File: src/btc_pkg.sv
package btc_pkg;

   // Fixed field widths.
   localparam int BYTE_W  = 8;
   localparam int SIZE_W  = 5;
   localparam int PERM_W  = 64;
   localparam int ENTRY_W = 4;
   localparam int INDEX_W = 32;

   // Configuration register indexes.
   localparam logic [INDEX_W-1:0] REG_BLOCK_SIZE = 32'd0;
   localparam logic [INDEX_W-1:0] REG_PERM_TABLE = 32'd1;
   localparam logic [INDEX_W-1:0] REG_MODE       = 32'd2;
   localparam logic [INDEX_W-1:0] REG_PAD_BYTE   = 32'd3;

   // Mode codes.
   localparam logic MODE_ENCRYPT = 1'b0;
   localparam logic MODE_DECRYPT = 1'b1;

   // Register values after reset (permutation 1,2,0).
   localparam logic [SIZE_W-1:0] RESET_BLOCK_SIZE = 5'd3;
   localparam logic [PERM_W-1:0] RESET_PERM_TABLE = 64'h21;
   localparam logic [BYTE_W-1:0] RESET_PAD_BYTE   = 8'h00;

   // Configuration register set.
   typedef struct packed {
      logic [SIZE_W-1:0] block_size;
      logic [PERM_W-1:0] perm_table;
      logic              mode;
      logic [BYTE_W-1:0] pad_byte;
   } btc_cfg_type;

   // One queued block job: which bank, how many bytes were filled, message
   // end, and whether it is a lone length error word.
   typedef struct packed {
      logic              bank;
      logic [SIZE_W-1:0] count;
      logic              last;
      logic              err;
   } btc_job_type;

   // Bank release from the emitter back to the collector.
   typedef struct packed {
      logic valid;
      logic bank;
   } btc_release_type;

endpackage

File: src/btc_queue.sv
module btc_queue (
   input  logic                 clock,
   input  logic                 reset,
   input  logic                 push,
   input  btc_pkg::btc_job_type push_job,
   input  logic                 pop,
   output btc_pkg::btc_job_type head_job,
   output logic                 full,
   output logic                 empty
);

   // Two-entry job queue between the collector and the emitter.
   btc_pkg::btc_job_type job_ff [2];
   logic                 wr_ptr_ff, wr_ptr_in;
   logic                 rd_ptr_ff, rd_ptr_in;
   logic [1:0]           level_ff, level_in;

   assign full     = (level_ff == 2'd2);
   assign empty    = (level_ff == 2'd0);
   assign head_job = job_ff[rd_ptr_ff];

   // Pointer and level update.
   always_comb begin
      wr_ptr_in = wr_ptr_ff;
      rd_ptr_in = rd_ptr_ff;
      level_in  = level_ff;
      if (push) begin
         wr_ptr_in = ~wr_ptr_ff;
      end
      if (pop) begin
         rd_ptr_in = ~rd_ptr_ff;
      end
      if (push && !pop) begin
         level_in = level_ff + 2'd1;
      end else if (pop && !push) begin
         level_in = level_ff - 2'd1;
      end
   end

   always_ff @(posedge clock) begin
      if (reset) begin
         wr_ptr_ff <= 1'b0;
         rd_ptr_ff <= 1'b0;
         level_ff  <= 2'd0;
      end else begin
         wr_ptr_ff <= wr_ptr_in;
         rd_ptr_ff <= rd_ptr_in;
         level_ff  <= level_in;
      end
   end

   // Entry storage.
   always_ff @(posedge clock) begin
      if (push) begin
         job_ff[wr_ptr_ff] <= push_job;
      end
   end

endmodule

File: src/btc_front.sv
module btc_front #(
   parameter int MAX_BLOCK = 16,
   parameter int CNT_W     = $clog2(MAX_BLOCK + 1)
) (
   input  logic                                       clock,
   input  logic                                       reset,
   input  logic                                       req_tvalid,
   output logic                                       req_tready,
   input  logic [btc_pkg::BYTE_W-1:0]                 req_tdata,
   input  logic                                       req_tlast,
   input  logic [CNT_W-1:0]                           bs_eff,
   input  logic                                       mode,
   input  logic                                       q_full,
   output logic                                       push,
   output btc_pkg::btc_job_type                       push_job,
   input  btc_pkg::btc_release_type                   rel,
   output logic [1:0][MAX_BLOCK-1:0][btc_pkg::BYTE_W-1:0] bank_data
);

   localparam int IDX_W = (MAX_BLOCK > 1) ? $clog2(MAX_BLOCK) : 1;

   logic [btc_pkg::BYTE_W-1:0] bank_mem_ff [2][MAX_BLOCK];
   logic [CNT_W-1:0]           fill_ff, fill_in;
   logic                       bank_ff, bank_in;
   logic [1:0]                 busy_ff, busy_in;
   logic [CNT_W-1:0]           count_w;
   logic                       accept;

   // A word is taken only into a free bank and with room for its job.
   assign req_tready = !busy_ff[bank_ff] && !q_full;
   assign accept     = req_tvalid && req_tready;
   assign count_w    = fill_ff + CNT_W'(1);

   // Classify each word: keep filling, close a full block, pad a short
   // final block, or flag a short final block when decrypting.
   always_comb begin
      fill_in  = fill_ff;
      bank_in  = bank_ff;
      push     = 1'b0;
      push_job = '{bank: bank_ff, count: btc_pkg::SIZE_W'(count_w),
                   last: req_tlast, err: 1'b0};
      if (accept) begin
         if (count_w >= bs_eff) begin
            push    = 1'b1;
            fill_in = '0;
            bank_in = ~bank_ff;
         end else if (req_tlast) begin
            push    = 1'b1;
            fill_in = '0;
            if (mode == btc_pkg::MODE_DECRYPT) begin
               push_job.err = 1'b1;
            end else begin
               bank_in = ~bank_ff;
            end
         end else begin
            fill_in = count_w;
         end
      end
   end

   // Bank ownership: set when a block job is queued, cleared by the emitter.
   always_comb begin
      busy_in = busy_ff;
      if (rel.valid) begin
         busy_in[rel.bank] = 1'b0;
      end
      if (push && !push_job.err) begin
         busy_in[bank_ff] = 1'b1;
      end
   end

   always_ff @(posedge clock) begin
      if (reset) begin
         fill_ff <= '0;
         bank_ff <= 1'b0;
         busy_ff <= 2'b00;
      end else begin
         fill_ff <= fill_in;
         bank_ff <= bank_in;
         busy_ff <= busy_in;
      end
   end

   // Byte storage for both banks.
   always_ff @(posedge clock) begin
      if (accept) begin
         bank_mem_ff[bank_ff][fill_ff[IDX_W-1:0]] <= req_tdata;
      end
   end

   always_comb begin
      for (int b = 0; b < 2; b++) begin
         for (int p = 0; p < MAX_BLOCK; p++) begin
            bank_data[b][p] = bank_mem_ff[b][p];
         end
      end
   end

endmodule

File: src/btc_back.sv
module btc_back #(
   parameter int MAX_BLOCK = 16,
   parameter int CNT_W     = $clog2(MAX_BLOCK + 1)
) (
   input  logic                                       clock,
   input  logic                                       reset,
   input  btc_pkg::btc_job_type                       head_job,
   input  logic                                       q_empty,
   output logic                                       pop,
   output btc_pkg::btc_release_type                   rel,
   input  logic [CNT_W-1:0]                           bs_eff,
   input  btc_pkg::btc_cfg_type                       cfg,
   input  logic [1:0][MAX_BLOCK-1:0][btc_pkg::BYTE_W-1:0] bank_data,
   output logic                                       rsp_tvalid,
   input  logic                                       rsp_tready,
   output logic [btc_pkg::BYTE_W-1:0]                 rsp_tdata,
   output logic                                       rsp_tlast,
   output logic [1:0]                                 rsp_tuser
);

   localparam int IDX_W = (MAX_BLOCK > 1) ? $clog2(MAX_BLOCK) : 1;

   logic [IDX_W-1:0]             k_ff, k_in;
   logic                         rsp_valid_ff, rsp_valid_in;
   logic [btc_pkg::BYTE_W-1:0]   rsp_data_ff, rsp_data_in;
   logic                         rsp_last_ff, rsp_last_in;
   logic [1:0]                   rsp_user_ff, rsp_user_in;
   logic                         advance;
   logic                         blast;
   logic [btc_pkg::ENTRY_W-1:0]  src;
   logic [btc_pkg::SIZE_W-1:0]   bs5;
   logic [btc_pkg::BYTE_W-1:0]   enc_byte;
   logic [btc_pkg::BYTE_W-1:0]   dec_byte;
   logic                         found;
   logic [IDX_W-1:0]             sel_j;

   assign rsp_tvalid = rsp_valid_ff;
   assign rsp_tdata  = rsp_data_ff;
   assign rsp_tlast  = rsp_last_ff;
   assign rsp_tuser  = rsp_user_ff;

   assign advance = !q_empty && (!rsp_valid_ff || rsp_tready);
   assign bs5     = btc_pkg::SIZE_W'(bs_eff);
   assign blast   = (CNT_W'(k_ff) == (bs_eff - CNT_W'(1)));

   // Encrypt: output k gathers from position perm[k]; positions past the
   // filled count are pad, entries beyond the block give zero.
   always_comb begin
      src      = cfg.perm_table[k_ff * btc_pkg::ENTRY_W +: btc_pkg::ENTRY_W];
      enc_byte = '0;
      if (btc_pkg::SIZE_W'(src) < bs5) begin
         if (btc_pkg::SIZE_W'(src) < head_job.count) begin
            enc_byte = bank_data[head_job.bank][src[IDX_W-1:0]];
         end else begin
            enc_byte = cfg.pad_byte;
         end
      end
   end

   // Decrypt: output k takes the lowest position j whose entry equals k.
   always_comb begin
      found = 1'b0;
      sel_j = '0;
      for (int j = MAX_BLOCK - 1; j >= 0; j--) begin
         if ((btc_pkg::SIZE_W'(j) < bs5) &&
             (cfg.perm_table[j * btc_pkg::ENTRY_W +: btc_pkg::ENTRY_W] ==
              btc_pkg::ENTRY_W'(k_ff))) begin
            found = 1'b1;
            sel_j = IDX_W'(j);
         end
      end
      dec_byte = found ? bank_data[head_job.bank][sel_j] : '0;
   end

   // Emit one word per cycle from the job at the head of the queue, while the output is not stalled.
   always_comb begin
      k_in         = k_ff;
      rsp_valid_in = rsp_valid_ff;
      rsp_data_in  = rsp_data_ff;
      rsp_last_in  = rsp_last_ff;
      rsp_user_in  = rsp_user_ff;
      pop          = 1'b0;
      rel          = '{valid: 1'b0, bank: head_job.bank};
      if (advance) begin
         rsp_valid_in = 1'b1;
         if (head_job.err) begin
            rsp_data_in = '0;
            rsp_last_in = 1'b0;
            rsp_user_in = 2'b11;
            pop         = 1'b1;
         end else begin
            rsp_data_in = (cfg.mode == btc_pkg::MODE_DECRYPT) ? dec_byte : enc_byte;
            rsp_last_in = blast;
            rsp_user_in = {1'b0, blast && head_job.last};
            if (blast) begin
               k_in      = '0;
               pop       = 1'b1;
               rel.valid = 1'b1;
            end else begin
               k_in = k_ff + IDX_W'(1);
            end
         end
      end else if (rsp_tready) begin
         rsp_valid_in = 1'b0;
      end
   end

   always_ff @(posedge clock) begin
      if (reset) begin
         k_ff         <= '0;
         rsp_valid_ff <= 1'b0;
      end else begin
         k_ff         <= k_in;
         rsp_valid_ff <= rsp_valid_in;
      end
   end

   always_ff @(posedge clock) begin
      rsp_data_ff <= rsp_data_in;
      rsp_last_ff <= rsp_last_in;
      rsp_user_ff <= rsp_user_in;
   end

endmodule

File: src/block_transposition_cipher_core.sv
// A block's job is queued when the word that completes the block (or ends the
// message) is accepted; the emitter then reads it from the queue head into the output register.
// Throughput: one word per cycle in and out while neither side stalls; two byte
// banks let the next block fill while the emitter reads the previous one.
// Reset: clears the fill count, bank ownership, the job queue, the output valid
// flag and the configuration registers; the byte banks are not cleared.
module block_transposition_cipher_core #(
   parameter int MAX_BLOCK = 16
) (
   input  logic                                clock,
   input  logic                                reset,
   // Input words.
   input  logic                                req_tvalid,
   output logic                                req_tready,
   input  logic [btc_pkg::BYTE_W-1:0]          req_tdata,   // [7:0] data_byte
   input  logic                                req_tlast,   // msg_last
   // Result words.
   output logic                                rsp_tvalid,
   input  logic                                rsp_tready,
   output logic [btc_pkg::BYTE_W-1:0]          rsp_tdata,   // [7:0] out_byte
   output logic                                rsp_tlast,   // block_last
   output logic [1:0]                          rsp_tuser,   // [0] msg_end, [1] length_error
   // Configuration writes.
   input  logic                                csr_valid,
   output logic                                csr_ready,
   input  logic [btc_pkg::INDEX_W-1:0]         csr_index,
   input  logic [btc_pkg::PERM_W-1:0]          csr_wdata
);

   localparam int CNT_W = $clog2(MAX_BLOCK + 1);

   btc_pkg::btc_cfg_type     cfg_ff, cfg_in;
   logic [CNT_W-1:0]         bs_eff;
   logic                     q_push, q_pop, q_full, q_empty;
   btc_pkg::btc_job_type     push_job, head_job;
   btc_pkg::btc_release_type rel;
   logic [1:0][MAX_BLOCK-1:0][btc_pkg::BYTE_W-1:0] bank_data;

   assign csr_ready = 1'b1;

   // Register writes.
   always_comb begin
      cfg_in = cfg_ff;
      if (csr_valid) begin
         case (csr_index)
            btc_pkg::REG_BLOCK_SIZE: cfg_in.block_size = csr_wdata[btc_pkg::SIZE_W-1:0];
            btc_pkg::REG_PERM_TABLE: cfg_in.perm_table = csr_wdata;
            btc_pkg::REG_MODE:       cfg_in.mode       = csr_wdata[0];
            btc_pkg::REG_PAD_BYTE:   cfg_in.pad_byte   = csr_wdata[btc_pkg::BYTE_W-1:0];
            default:                 cfg_in = cfg_ff;
         endcase
      end
   end

   always_ff @(posedge clock) begin
      if (reset) begin
         cfg_ff <= '{block_size: btc_pkg::RESET_BLOCK_SIZE,
                     perm_table: btc_pkg::RESET_PERM_TABLE,
                     mode:       btc_pkg::MODE_ENCRYPT,
                     pad_byte:   btc_pkg::RESET_PAD_BYTE};
      end else begin
         cfg_ff <= cfg_in;
      end
   end

   // Effective block size: zero acts as one, large sizes saturate.
   always_comb begin
      if (cfg_ff.block_size == '0) begin
         bs_eff = CNT_W'(1);
      end else if (cfg_ff.block_size > btc_pkg::SIZE_W'(MAX_BLOCK)) begin
         bs_eff = CNT_W'(MAX_BLOCK);
      end else begin
         bs_eff = cfg_ff.block_size[CNT_W-1:0];
      end
   end

   btc_front #(.MAX_BLOCK(MAX_BLOCK), .CNT_W(CNT_W)) u_front (
      .clock      (clock),
      .reset      (reset),
      .req_tvalid (req_tvalid),
      .req_tready (req_tready),
      .req_tdata  (req_tdata),
      .req_tlast  (req_tlast),
      .bs_eff     (bs_eff),
      .mode       (cfg_ff.mode),
      .q_full     (q_full),
      .push       (q_push),
      .push_job   (push_job),
      .rel        (rel),
      .bank_data  (bank_data)
   );

   btc_queue u_queue (
      .clock    (clock),
      .reset    (reset),
      .push     (q_push),
      .push_job (push_job),
      .pop      (q_pop),
      .head_job (head_job),
      .full     (q_full),
      .empty    (q_empty)
   );

   btc_back #(.MAX_BLOCK(MAX_BLOCK), .CNT_W(CNT_W)) u_back (
      .clock      (clock),
      .reset      (reset),
      .head_job   (head_job),
      .q_empty    (q_empty),
      .pop        (q_pop),
      .rel        (rel),
      .bs_eff     (bs_eff),
      .cfg        (cfg_ff),
      .bank_data  (bank_data),
      .rsp_tvalid (rsp_tvalid),
      .rsp_tready (rsp_tready),
      .rsp_tdata  (rsp_tdata),
      .rsp_tlast  (rsp_tlast),
      .rsp_tuser  (rsp_tuser)
   );

   // The collector never queues a job into a full queue.
   assert property (@(posedge clock) disable iff (reset) q_push |-> !q_full)
      else $error("job pushed into a full queue");

   // The emitter only retires a job that is present.
   assert property (@(posedge clock) disable iff (reset) q_pop |-> !q_empty)
      else $error("job popped from an empty queue");

   // A bank is released only when its block job retires.
   assert property (@(posedge clock) disable iff (reset) rel.valid |-> q_pop)
      else $error("bank released without retiring a job");

   // A length error word closes the message and is not part of a block.
   assert property (@(posedge clock) disable iff (reset)
                    (rsp_tvalid && rsp_tuser[1]) |-> (rsp_tuser[0] && !rsp_tlast))
      else $error("length error word with wrong flags");

endmodule
File: config.mk
export PLATFORM = sky130hd
export DESIGN_NAME = block_transposition_cipher_core
export DESIGN_NICKNAME = d
export VERILOG_FILES = /design/src/btc_pkg.sv /design/src/btc_queue.sv /design/src/btc_front.sv /design/src/btc_back.sv /design/src/block_transposition_cipher_core.sv
export SDC_FILE = /design/constraint.sdc
export NUM_CORES = 1
export LEC_CHECK = 0
export BUFFER_PORTS_ARGS = -buffer_cell sky130_fd_sc_hd__buf_4
export CAP_MARGIN = 5
export CORE_MARGIN = 3
export CORE_UTILIZATION = 40
export CTS_BUF_LIST = sky130_fd_sc_hd__clkbuf_4
export DETAILED_ROUTE_END_ITERATION = 10
export PLACE_DENSITY_LB_ADDON = 0.08
export SLEW_MARGIN = 10
export SYNTH_ARGS = -nofsm -noshare
export SYNTH_HDL_FRONTEND = slang
export SYNTH_SLANG_ARGS = --single-unit
File: constraint.sdc
create_clock -name clock -period 4.9 [get_ports clock]
set_clock_uncertainty 0.05 [all_clocks]
set_input_delay 0.735 -clock clock [delete_from_list [all_inputs] [get_ports clock]]
set_output_delay 0.735 -clock clock [all_outputs]
set_load 0.005 [all_outputs]
==> flow_summary.ini <==
[status]
status = complete, but fails checks
violations = design-rule violations

[setup_path]
cp-start-kind = flop
worstPathMaxFanout = 16
path_class = flop to flop
r2r-end = u_back.rsp_tdata[3]
endpoint_kind = flop
timing.rr.start = cfg_ff[75]
worst_r2r_path_depth = 12
critPathSlowestCell = dfxtp_1
arrival_ns = 5.06
path_cells = nor3_1 -> o21ai_0 -> inv_1 -> ha_1 -> and2_1 -> or2_2 -> a21oi_1 -> a21oi_1 -> nor2_1 -> a22oi_1 -> and4_1 -> o21ai_2
worstPathRequired_ns = 5.56
cpMostUsedCell = a21oi_1
cp_slowest_stage_delay_ns = 0.64
rrSetupSlack_ns = 0.50

[cts]
postCtsSetupBuffers = 0
cts_made_buffers = 104
cts_tree = done
insertion_delay_ns = 0.89
cts_root_buf = clkbuf_4
cts_resized = 0
htreeDepth = 3
cts.clk_slew.worst_paths_ns = 0.07
clock-sinks = 379
cts_buffer_depth = 3

[placement]
postPlaceCellArea_sq_um = 20690
dpl.hpwl_microns = 46100
port_buffers = 122
place.gp.congestion = 0.9458
pre_cts_ws_ns = 0.6519

[timing]
fin_ws_ns = 0.5018
setup-violations-final = 0
drv_slew = 0
hold_ws_ns = 0.05130
rsz0062_at_grt = false
period_needed_ns = 4.398
worst_slew_pin_slew_ns = 1.189
finalCritPeriodShare_pct = 89.76
hold_violations = 0
relSlewSlack_pct = 20.41
max_freq_ghz = 0.2274
fin_tns_setup_ns = 0

[synth]
ys_seq_area_share_pct = 54.80
synth_edf_count = 283
yosysUniqueCellTypes = 78
yosys_warnings = 0
syn_inst = 1799
synth.top_cell.area_share_pct = 44.69
async_flop_share_pct = 0
synthTopCellsByArea = edfxtp_1 (45%), dfxtp_1 (10%), nand2_1 (7.7%), a21oi_1 (5.4%), mux4_2 (4.0%)
synth_top_cell_by_area = edfxtp_1
avgSynthCellArea_sq_um = 10.57
dominantRegCellSynth = edfxtp_1
synthTopCellsByCount = nand2_1 (392), edfxtp_1 (283), a21oi_1 (206)
syn_nets = 1928
yosys.cell_count.top_type = nand2_1
synth-seq-cells = 379
syn_area_sq_um = 19010

[pwr]
powerDensity_nw_per_um2 = 500.3
power_leakage_nw = 8.047
total_power_mw = 11.06
peakVddDrop_mv = 0.2339

[floorplan]
die_y_microns = 224.0
die_area_sq_um = 50190
start_util_pct = 40.67
die_w_microns = 224.0
ios = 124
coreArea_sq_um = 46750
row_count = 79

[grt]
grt_use_total_pct = 25.38
antenna_found_initial = 6
grt.overflow.total = 0
grt_max_degree = 93
grt_pass1_wl_microns = 94810
grt_pass1_vias = 14910

[layout]
postLayoutCellArea_sq_um = 22110
drive_gt1_share_pct = 21.67
area_growth_pct = 16.28
nets = 2103

[route]
wire_per_inst_microns = 24.21
drc = 1
vias_per_cell = 5.728
wirelength_microns = 64680
first_pass_iters = 11
final_antenna_net_count = 0
first_iter_violations = 1667
vias = 15300

[hold_path]
hp-class = input port to flop
whs_path_depth = 3
hold_path_end = cfg_ff[16]
hold_start = csr_wdata[7]

[run]
cap_violations = 0
per-layer routing:
layer / vias to the layer above / routed length, microns / track usage [%]
met4: 2 / 2135 / 8.935
li1: 7034 / - / -
met3: 132 / 6264 / 6.998
met2: 750 / 28810 / 38.74
met5: - / 13 / 0
met1: 7386 / 27460 / 34.90
what timing repair did:
item	CTS	global route
hold endpoints to repair	4	0
setup endpoints to repair	0	0
hold buffers	3	0
cell usage in the layout (no fill, tap or decap), types with 15 or more instances in the layout:
cell type  count
nand2_1      391
edfxtp_1     283
a21oi_1      205
buf_4        174
clkbuf_4     152
nor2_1        98
dfxtp_1       95
mux2i_1       47
o21ai_0       44
xnor2_1       43
xor2_1        37
nand3_1       37
nor3_1        34
mux4_2        33
nand4_1       25
clkinv_1      25
nor4_1        21
mux2_2        20
ha_1          19
a22oi_1       16
a211o_1       15
a31oi_1       15
logic make-up after synthesis:
kind of cell | Yosys count | synth area share, %
AOI/OAI and AO/OA | 401 | 13.21
xor gates and xnor gates | 80 | 3.685
adders and majority gates | 19 | 1.250
buffers and inverters | 128 | 3.185
DFF | 379 | 54.80
muxes | 105 | 7.916
other | 1 | 0.01972
and+or+nand+nor | 686 | 15.94
layout make-up:
cell class / instances / area, sq um
diodes: 7 / 17.52
inverters: 14 / 52.55
clock inverters: 38 / 235.2
clock buffers: 152 / 1141
fillers: 4451 / 24640
repair buffers: 183 / 1456
well taps: 607 / 759.5
multi-input cells: 1292 / 8026
flip-flops and latches: 379 / 10420
stage by stage:
step	instances	utilization (%)
4_1_cts	2665	47.25
2_1_floorplan	1799	-
5_1_grt	2671	47.29
6_report	2672	47.29
3_5_place_dp	2472	44.24
3_3_place_gp	2472	44.24
critical path, delay by kind of cell (launching register included):
kind                       cells  cell delay, ns
buffers and inverters          1            0.16
adders and majority gates      1            0.22
DFF                            1            0.64
AOI/OAI and AO/OA              5            1.73
and+or+nand+nor                5            1.42
flip-flops by register name (all words and copies together) (netlist names), 2 cells and up, named ones only:
name,count
u_queue.job_ff,16
u_back.k_ff,4
cfg_ff,78
u_back.rsp_tdata,8
u_front.busy_ff,2
u_back.rsp_tuser,2
u_front.bank_mem_ff,256
u_queue.level_ff,2
u_front.fill_ff,5
report_power, final:
group,leakage [nW],switching (mW),internal (mW)
sequential,3.33,0.150,3.64
combinational,3.90,2.79,1.52
clock,0.817,1.38,1.58
worst max-delay path by stage:
stage	start	end	slack [ns]	cells past startpoint
final	cfg_ff[75]	u_back.rsp_tdata[3]	0.50	12
after global routing	cfg_ff[75]	u_back.rsp_tdata[7]	0.24	12
after CTS	cfg_ff[75]	u_back.rsp_tdata[3]	0.63	12
after detailed placement	u_back.k_ff[0]	u_back.rsp_tdata[4]	0.65	11
after global placement	u_back.k_ff[0]	u_back.rsp_tdata[4]	0.67	11
after floorplan	u_back.k_ff[0]	u_back.rsp_tdata[4]	1.16	12
(Power assumes the default switching activity.)
